`src/sv/mcs_pkg.sv`:
```
// Package for the markup comment stripper: opener and closer characters and the result plan type.
package mcs_pkg;

   localparam logic [7:0] CHAR_LT   = 8'h3C;  // '<'
   localparam logic [7:0] CHAR_BANG = 8'h21;  // '!'
   localparam logic [7:0] CHAR_DASH = 8'h2D;  // '-'
   localparam logic [7:0] CHAR_GT   = 8'h3E;  // '>'

   // Results caused by one input word: a prefix of the opener, then optionally
   // the input byte itself, or a bare end marker.
   typedef struct packed {
      logic [1:0] prefix_len;  // held opener bytes to emit, 0..3
      logic       tail;        // emit the input byte after the prefix
      logic       marker;      // emit one bare end marker
      logic [7:0] data;        // the input byte
      logic       last;        // final word of the document
   } plan_type;

   // Byte at a given position of the opener "<!--".
   function automatic logic [7:0] opener_byte(input logic [1:0] pos);
      logic [7:0] ch;
      case (pos)
         2'd0:    ch = CHAR_LT;
         2'd1:    ch = CHAR_BANG;
         default: ch = CHAR_DASH;
      endcase
      return ch;
   endfunction

endpackage

```
`src/sv/markup_comment_stripper.sv`:
```
// Top level of the markup comment stripper: input handshake, result buffer and output channel.
//
//   channel  direction  tdata                            tuser        tlast
//   req_     in         [7:0] in_byte                    -            doc_last
//   rsp_     out        [7:0] out_byte, [8] run_last     byte_valid   doc_end
//
// One input word per cycle while the output is not stalled, when it causes at most one result; a word
// that causes more results (up to four: flushed opener bytes plus the byte) holds the input while the
// result buffer drains, one result per cycle while the output is not stalled.
// Results are presented from a registered buffer in the cycle after the word is taken.
// Reset (synchronous) clears the parse state and empties the buffer.
// Output stalls hold the buffer; the input is taken when the buffer is empty or its last result leaves.
module markup_comment_stripper (
   input  logic        clock,
   input  logic        reset,
   input  logic        req_tvalid,
   output logic        req_tready,
   input  logic [7:0]  req_tdata,   // [7:0] in_byte
   input  logic        req_tlast,   // doc_last
   output logic        rsp_tvalid,
   input  logic        rsp_tready,
   output logic [15:0] rsp_tdata,   // [7:0] out_byte, [8] run_last, [15:9] zero
   output logic        rsp_tuser,   // [0] byte_valid
   output logic        rsp_tlast    // doc_end
);

   mcs_pkg::plan_type plan;
   logic       req_fire, rsp_fire;
   logic [2:0] remain_ff, remain_in;
   logic [1:0] index_ff, index_in;
   logic [1:0] prefix_ff;
   logic       marker_ff, last_ff;
   logic [7:0] data_ff;
   logic [7:0] out_byte;
   logic       run_last;

   assign rsp_fire   = rsp_tvalid && rsp_tready;
   assign req_tready = (remain_ff == 3'd0) || (remain_ff == 3'd1 && rsp_tready);
   assign req_fire   = req_tvalid && req_tready;

   mcs_scan u_scan (
      .clock    (clock),
      .reset    (reset),
      .accept   (req_fire),
      .in_byte  (req_tdata),
      .doc_last (req_tlast),
      .plan     (plan)
   );

   // Load a new plan on accept, advance on each delivered word
   always_comb begin
      remain_in = remain_ff;
      index_in  = index_ff;
      if (req_fire) begin
         remain_in = {1'b0, plan.prefix_len} + {2'b00, plan.tail} + {2'b00, plan.marker};
         index_in  = 2'd0;
      end else if (rsp_fire) begin
         remain_in = remain_ff - 3'd1;
         index_in  = index_ff + 2'd1;
      end
   end

   always_ff @(posedge clock) begin
      if (reset) begin
         remain_ff <= 3'd0;
         index_ff  <= 2'd0;
      end else begin
         remain_ff <= remain_in;
         index_ff  <= index_in;
      end
   end

   // Hold the payload of the plan being drained
   always_ff @(posedge clock) begin
      if (req_fire) begin
         prefix_ff <= plan.prefix_len;
         marker_ff <= plan.marker;
         last_ff   <= plan.last;
         data_ff   <= plan.data;
      end
   end

   // Select the current result
   always_comb begin
      if (index_ff < prefix_ff) begin
         out_byte = mcs_pkg::opener_byte(index_ff);
      end else if (marker_ff) begin
         out_byte = 8'd0;
      end else begin
         out_byte = data_ff;
      end
      run_last = (remain_ff == 3'd1);
   end

   assign rsp_tvalid = (remain_ff != 3'd0);
   assign rsp_tdata  = {7'd0, run_last, out_byte};
   assign rsp_tuser  = !marker_ff;
   assign rsp_tlast  = last_ff && run_last;

endmodule

```
`src/sv/mcs_scan.sv`:
```
// Opener and closer matcher: holds the parse state and plans the results of each word.
module mcs_scan (
   input  logic                clock,
   input  logic                reset,
   input  logic                accept,
   input  logic [7:0]          in_byte,
   input  logic                doc_last,
   output mcs_pkg::plan_type   plan
);

   logic       in_comment_ff, in_comment_in;
   logic [1:0] matched_ff, matched_in;
   logic [1:0] dashes_ff, dashes_in;
   logic       hit;

   // Decide the results and the next parse state
   always_comb begin
      hit             = (in_byte == mcs_pkg::opener_byte(matched_ff));
      in_comment_in   = in_comment_ff;
      matched_in      = matched_ff;
      dashes_in       = dashes_ff;
      plan.prefix_len = 2'd0;
      plan.tail       = 1'b0;
      plan.data       = in_byte;
      plan.last       = doc_last;
      if (in_comment_ff) begin
         if (in_byte == mcs_pkg::CHAR_DASH) begin
            if (dashes_ff != 2'd2) begin
               dashes_in = dashes_ff + 2'd1;
            end
         end else if (in_byte == mcs_pkg::CHAR_GT && dashes_ff == 2'd2) begin
            in_comment_in = 1'b0;
            dashes_in     = 2'd0;
         end else begin
            dashes_in = 2'd0;
         end
      end else if (hit) begin
         if (matched_ff == 2'd3) begin
            matched_in    = 2'd0;
            in_comment_in = 1'b1;
            dashes_in     = 2'd0;
         end else begin
            matched_in = matched_ff + 2'd1;
            // flush the grown partial opener on the final word
            if (doc_last) begin
               plan.prefix_len = matched_ff + 2'd1;
            end
         end
      end else begin
         // failed match: emit held bytes, then the byte unless it starts a new match on a non-final word
         plan.prefix_len = matched_ff;
         plan.tail       = (in_byte != mcs_pkg::CHAR_LT) || doc_last;
         matched_in      = (in_byte == mcs_pkg::CHAR_LT) ? 2'd1 : 2'd0;
      end
      plan.marker = doc_last && (plan.prefix_len == 2'd0) && !plan.tail;
   end

   // Advance the parse state; return to reset after the final word
   always_ff @(posedge clock) begin
      if (reset) begin
         in_comment_ff <= 1'b0;
         matched_ff    <= 2'd0;
         dashes_ff     <= 2'd0;
      end else if (accept) begin
         if (doc_last) begin
            in_comment_ff <= 1'b0;
            matched_ff    <= 2'd0;
            dashes_ff     <= 2'd0;
         end else begin
            in_comment_ff <= in_comment_in;
            matched_ff    <= matched_in;
            dashes_ff     <= dashes_in;
         end
      end
   end

endmodule

```
`config.mk`:
```
export PLATFORM = sky130hd
export DESIGN_NAME = markup_comment_stripper
export DESIGN_NICKNAME = d
export VERILOG_FILES = /design/src/sv/mcs_pkg.sv /design/src/sv/markup_comment_stripper.sv /design/src/sv/mcs_scan.sv
export SDC_FILE = /design/constraint.sdc
export NUM_CORES = 1
export LEC_CHECK = 0
export BUFFER_PORTS_ARGS = -buffer_cell sky130_fd_sc_hd__buf_2
export CELL_PAD_IN_SITES_DETAIL_PLACEMENT = 0
export CELL_PAD_IN_SITES_GLOBAL_PLACEMENT = 2
export CORE_MARGIN = 1.5
export CORE_UTILIZATION = 33
export CTS_CLUSTER_SIZE = 16
export DETAILED_ROUTE_END_ITERATION = 16
export PLACE_DENSITY = 0.79
export SYNTH_ARGS = -nofsm -noshare
export SYNTH_HDL_FRONTEND = slang
export SYNTH_HIERARCHICAL = 1
export SYNTH_SLANG_ARGS = --single-unit
```
`constraint.sdc`:
```
create_clock -name clock -period 3 [get_ports clock]
set_input_delay 0.45 -clock clock [delete_from_list [all_inputs] [get_ports clock]]
set_output_delay 0.45 -clock clock [all_outputs]
set_load 0.01 [all_outputs]
```
Word level (Yosys, flattened, before mapping):

Cells that the tools add are included.

* output and inout bits: 20
* register bits: 22

* reduce and logical (&&, ||, !) cells: 22
* multiplexer cells: 28
* equality and inequality tests: 13
* magnitude comparators: 1
* add/sub/neg operators: 6

Operators by type and width (number)
* $mux 2: 13
* $eq 8x6->1 const B: 3
* $pmux 5 s2: 2
* $mux 8: 2
* $mux 3: 3
* $reduce_bool 3->1: 3
* $eq 8x6->1: 1
* $mux 1: 8
* $ne 8x6->1 const B: 1
* $logic_and 1x1->1: 7
* $add 2x1->2 const B: 3
* $logic_not 2->1: 3
* $eq 2x1->1 const B: 2
* $eq 2x2->1 const B: 2
* $ne 2x2->1 const B: 2
* $ne 4x4->1 const B: 1
* $reduce_and 4->1: 1
* $add 2x1->3: 1
* $add 3x1->3: 1
* $eq 3x1->1 const B: 1
* $logic_not 3->1: 1
* $sub 3x1->3 const B: 1
* $logic_not 1->1: 2
* $logic_or 1x1->1: 2
* other kinds (4): 4

Logic depth before layout (Yosys ltp):

* depth after elaboration: 10
* depth in mapped cells: 12
* mapped depth without buffers: 12

Modules after synthesis:

Netlist, hierarchy kept.

By module, submodules not included
* markup_comment_stripper: cells an instance 86, area an instance 970.9 um^2, times used 1
* mcs_scan: cells an instance 76, area an instance 595.6 um^2, times used 1

Worst setup path after synthesis:

Ideal clock, no wire load.

* path type: in2reg
* start point: input req_tdata[1]
* end point: register remain_ff[1]
* setup slack: 436 ps
* data arrival time: 2432 ps
* cell stages on the path: 9
* cells stage by stage: nor4b_1 > a41oi_1 > nor2_1 > inv_1 > fa_1 > inv_1 > ha_1 > mux2i_1 > a211oi_2

RTL lines
* from (decl): line markup_comment_stripper.sv:18 `input logic [7:0] req_tdata,`
* to (signal assigned): line markup_comment_stripper.sv:68 `remain_ff <= remain_in;`
* to (decl): line markup_comment_stripper.sv:29 `logic [2:0] remain_ff, remain_in;`

==> results by group <==
Cells and area
  • Post-layout util: between 30% and 40%
  • Nets: around 210
  • N_diodes: 0
  • Commonest non-fill, non-tap cell in the layout: buf_2
  • Fillers: 454
  • Non-filler cells, final: 232
  • Layout cells sized above 1: between 20 and 25%
  • P&R area growth vs syn: 10.46%
  • Most frequent cells in the layout: buf_2 (25), inv_1 (20), ha_1 (13), edfxtp_1 (12), dfxtp_1 (10)

Detailed routing
  • WL final: between 3 and 4 mm
  • Vias per cell: just over 5
  • 1st-pass router iterations: 4
  • Starting DRC count in detailed routing: 46
  • DRC viols: 0
  • DR vias: around 1,200
  • Post-detailed-route count of antenna-violating nets: 0
  • Wire length per cell: between 10 and 15 um

Placement
  • Dpl ws: around 330 ps
  • Post-placement cell count: 228
  • Port bufs: 25
  • GP Congestion: 0.7828
  • Post-DP HPWL: roughly 2.5 mm

Floorplanning
  • I/O pins: 33
  • Die area: 5170 sq um
  • Die height: just over 70 um
  • Rows: 24
  • Die span in x: a little over 70 um
  • Starting Density: between 30% and 40%
  • Core Area: about 4500 sq um

GRT
  • Global-route wire length before repair: between 5 and 6 mm
  • Global-route total usage across every layer: between 10 and 15%
  • Vias in the first global route: around 1,100
  • Largest net degree at the start of global routing: 18
  • Global route total overflow: 0
  • Initial antenna violation count: 0

Synth
  • Post-synth EDFFs: 12
  • Sequential share of the synthesized area: a little over a third
  • Synthesized cell area: 1567 sq um
  • Share of Yosys cell area claimed by the top area cell type: 23.00%
  • Synthesized area per cell: 9.670 sq um
  • Async SR Flop Fraction: 0%
  • Dominant cells by area after synthesis: edfxtp_1 (23%), dfxtp_1 (13%), ha_1 (10%), buf_4 (8.1%), inv_1 (4.8%)
  • Primary FF master, synth: edfxtp_1
  • Synthesized instance count: 162
  • Synth warnings: 6
  • Synthesized flop and latch total: 22
  • Count of unique library cells instantiated by Yosys: 50
  • Biggest area consumer among synthesized cells: edfxtp_1

Clock tree
  • Total CTS buffers: 3
  • Clk buf depth: 2
  • Root buffer selected by CTS: clkbuf_8
  • Later-pin clock latency in the skew report: about 270 ps
  • Hold-fix buffer count after cts: 0
  • CTS clk-pin slew, worst paths: around 80 ps
  • H-tree levels: 1
  • TritonCTS clock tree: built
  • Setup Buffers After CTS: 0
  • Clk sinks: 22
  • Post-CTS Resized: 0

Setup path
  • FF-to-FF path depth: 11
  • CP max FO: 7
  • Worst path depth: 11
  • Crit path DAT: 2850 ps
  • Critical path type: register to register
  • Cell chain of the critical path: ha_1, and3b_1, o211ai_1, nor2_1, a311oi_1, inv_1, fa_1, inv_1, ha_1, mux2i_1, a211oi_2
  • Top Family by Delay on Critical Path: adder cells
  • Crit path max-delay cell type: dfxtp_1
  • Crit. End Element: register
  • CP Launch Point: u_scan/matched_ff[0]$_SDFFE_PP0P_
  • FF-to-FF setup slack: about 290 ps
  • Largest stage delay on the critical path: roughly 440 ps
  • Worst r2r dst: remain_ff[1]$_SDFFE_PP0P_
  • Crit path buffers/inverters: 2
  • RR Startpoint: u_scan/matched_ff[0]$_SDFFE_PP0P_
  • Startpoint Class: register
  • CP required: around 3100 ps
  • Critical path endpoint: remain_ff[1]$_SDFFE_PP0P_

Pwr
  • Switching power: between 400 and 500 uW
  • Internal: approximately 830 uW
  • Max VDD drop: about 0.00028 V
  • Combinational power share: roughly 44%
  • Pwr per Cell Area: 742.5 nW/um^2
  • Clock power share: a little over a fifth
  • Switching share of total power: ~36%
  • Leak: about 0.74 nW
  • Reg power frac: about 34%

STA
  • Final setup viols: 0
  • F_max: 0.3689 GHz
  • Skew final: roughly 7.4 ps
  • Pins Over Slew Limit: 0
  • RSZ-0062 raised after global routing: false
  • Final Hold Viols: 0
  • Setup TNS: 0 ps
  • Fin crit share: approximately nine tenths
  • Final WS setup: between 200 and 300 ps
  • Crit path time final: approximately 2700 ps

Job
  • Max cap viols: 0

Min path
  • Hold Crit Start: req_tdata[5]
  • Hold crit path type: input port to register

Outcome
  • Status: completed
==> synthesized netlist by cell type, types with 2 or more instances <==
cell type	n
a21oi_1	4
a22oi_1	2
a41oi_1	2
and2_1	2
and2b_2	2
and3_1	4
buf_4	17
clkbuf_1	2
dfxtp_1	10
edfxtp_1	12
ha_1	13
inv_1	20
mux2i_1	5
nand2_1	7
nand2b_1	3
nand3_1	6
nand3b_1	2
nor2_1	6
nor3_1	2
o211ai_1	3
o21ai_0	7
o2bb2ai_1	2
xnor2_1	2
==> per-stage QoR <==
stage	hold slack (ps)	area [sq um]	power [mW]
2_1_floorplan	448.7	1589	0.8633
3_3_place_gp	481.8	1659	1.010
3_5_place_dp	511.6	1659	1.023
4_1_cts	396.7	1730	1.302
5_1_grt	402.1	1730	1.380
6_report	404.1	1730	1.285
==> per-layer routing <==
metal	GRT usage (%)	part of all wire [%]	vias to the layer above
li1	-	-	587
met1	15.85	45	555
met2	19.96	50	23
met3	3.333	3.8	2
met4	3.145	0.46	0
met5	0	0	-
==> worst min-delay path by stage <==
stage	endpoint	slack (ps)	cells after the start
2_1_floorplan	u_scan/dashes_ff[0]$_SDFFE_PP0P_	450	2
3_3_place_gp	u_scan/dashes_ff[0]$_SDFFE_PP0P_	480	2
3_5_place_dp	u_scan/dashes_ff[0]$_SDFFE_PP0P_	510	2
4_1_cts	data_ff[5]$_DFFE_PP_	400	1
5_1_grt	data_ff[6]$_DFFE_PP_	400	1
6_report	data_ff[5]$_DFFE_PP_	400	1
==> worst register-to-register path, cell delays in order, from the launching register on <==
cell and delay, ps:
dfxtp_1 440, ha_1 200, and3b_1 200, o211ai_1 420, nor2_1 80, a311oi_1 260
inv_1 90, fa_1 380, inv_1 60, ha_1 210, mux2i_1 170, a211oi_2 60
==> state kept, by name, summed over array words and instances, names as in the netlist <==
| name | flops |
|---|---|
| prefix_ff | 2 |
| index_ff | 2 |
| u_scan/in_comment_ff | 1 |
| marker_ff | 1 |
| last_ff | 1 |
| u_scan/matched_ff | 2 |
| u_scan/dashes_ff | 2 |
| data_ff | 8 |
| remain_ff | 3 |
==> cells by family after synthesis <==
kind of cell / count (synthesis) / synth area share, %
adders and majority gates: 14 / 11.66
buffers and inverters: 39 / 13.42
AOI/OAI and AO/OA: 31 / 14.94
xor gates and xnor gates: 3 / 1.678
muxes: 5 / 3.195
DFF: 22 / 35.78
other: 1 / 0.2394
and+or+nand+nor: 47 / 19.09
==> layout make-up <==
type                            instances  area, sq um  share of cell area, %
Clock buffer                            3        41.29                  2.386
Clock inverter                          1        30.03                  1.735
Inverter                               20        75.07                  4.338
Multi-Input combinational cell        107        818.3                  47.29
Sequential cell                        22        560.5                  32.39
Tap cell                               52        65.06                  3.760
Timing Repair Buffer                   27        140.1                  8.098
==> power groups by stage <==
stage               Combinational (mW)  Sequential (mW)  Clock, mW
floorplan                        0.427            0.436          0
global placement                 0.566            0.444          0
detailed placement               0.577            0.446          0
CTS                              0.577            0.440      0.285
global route                     0.636            0.447      0.297
finish                           0.568            0.438      0.278
Power figures use the tool's default switching activity.
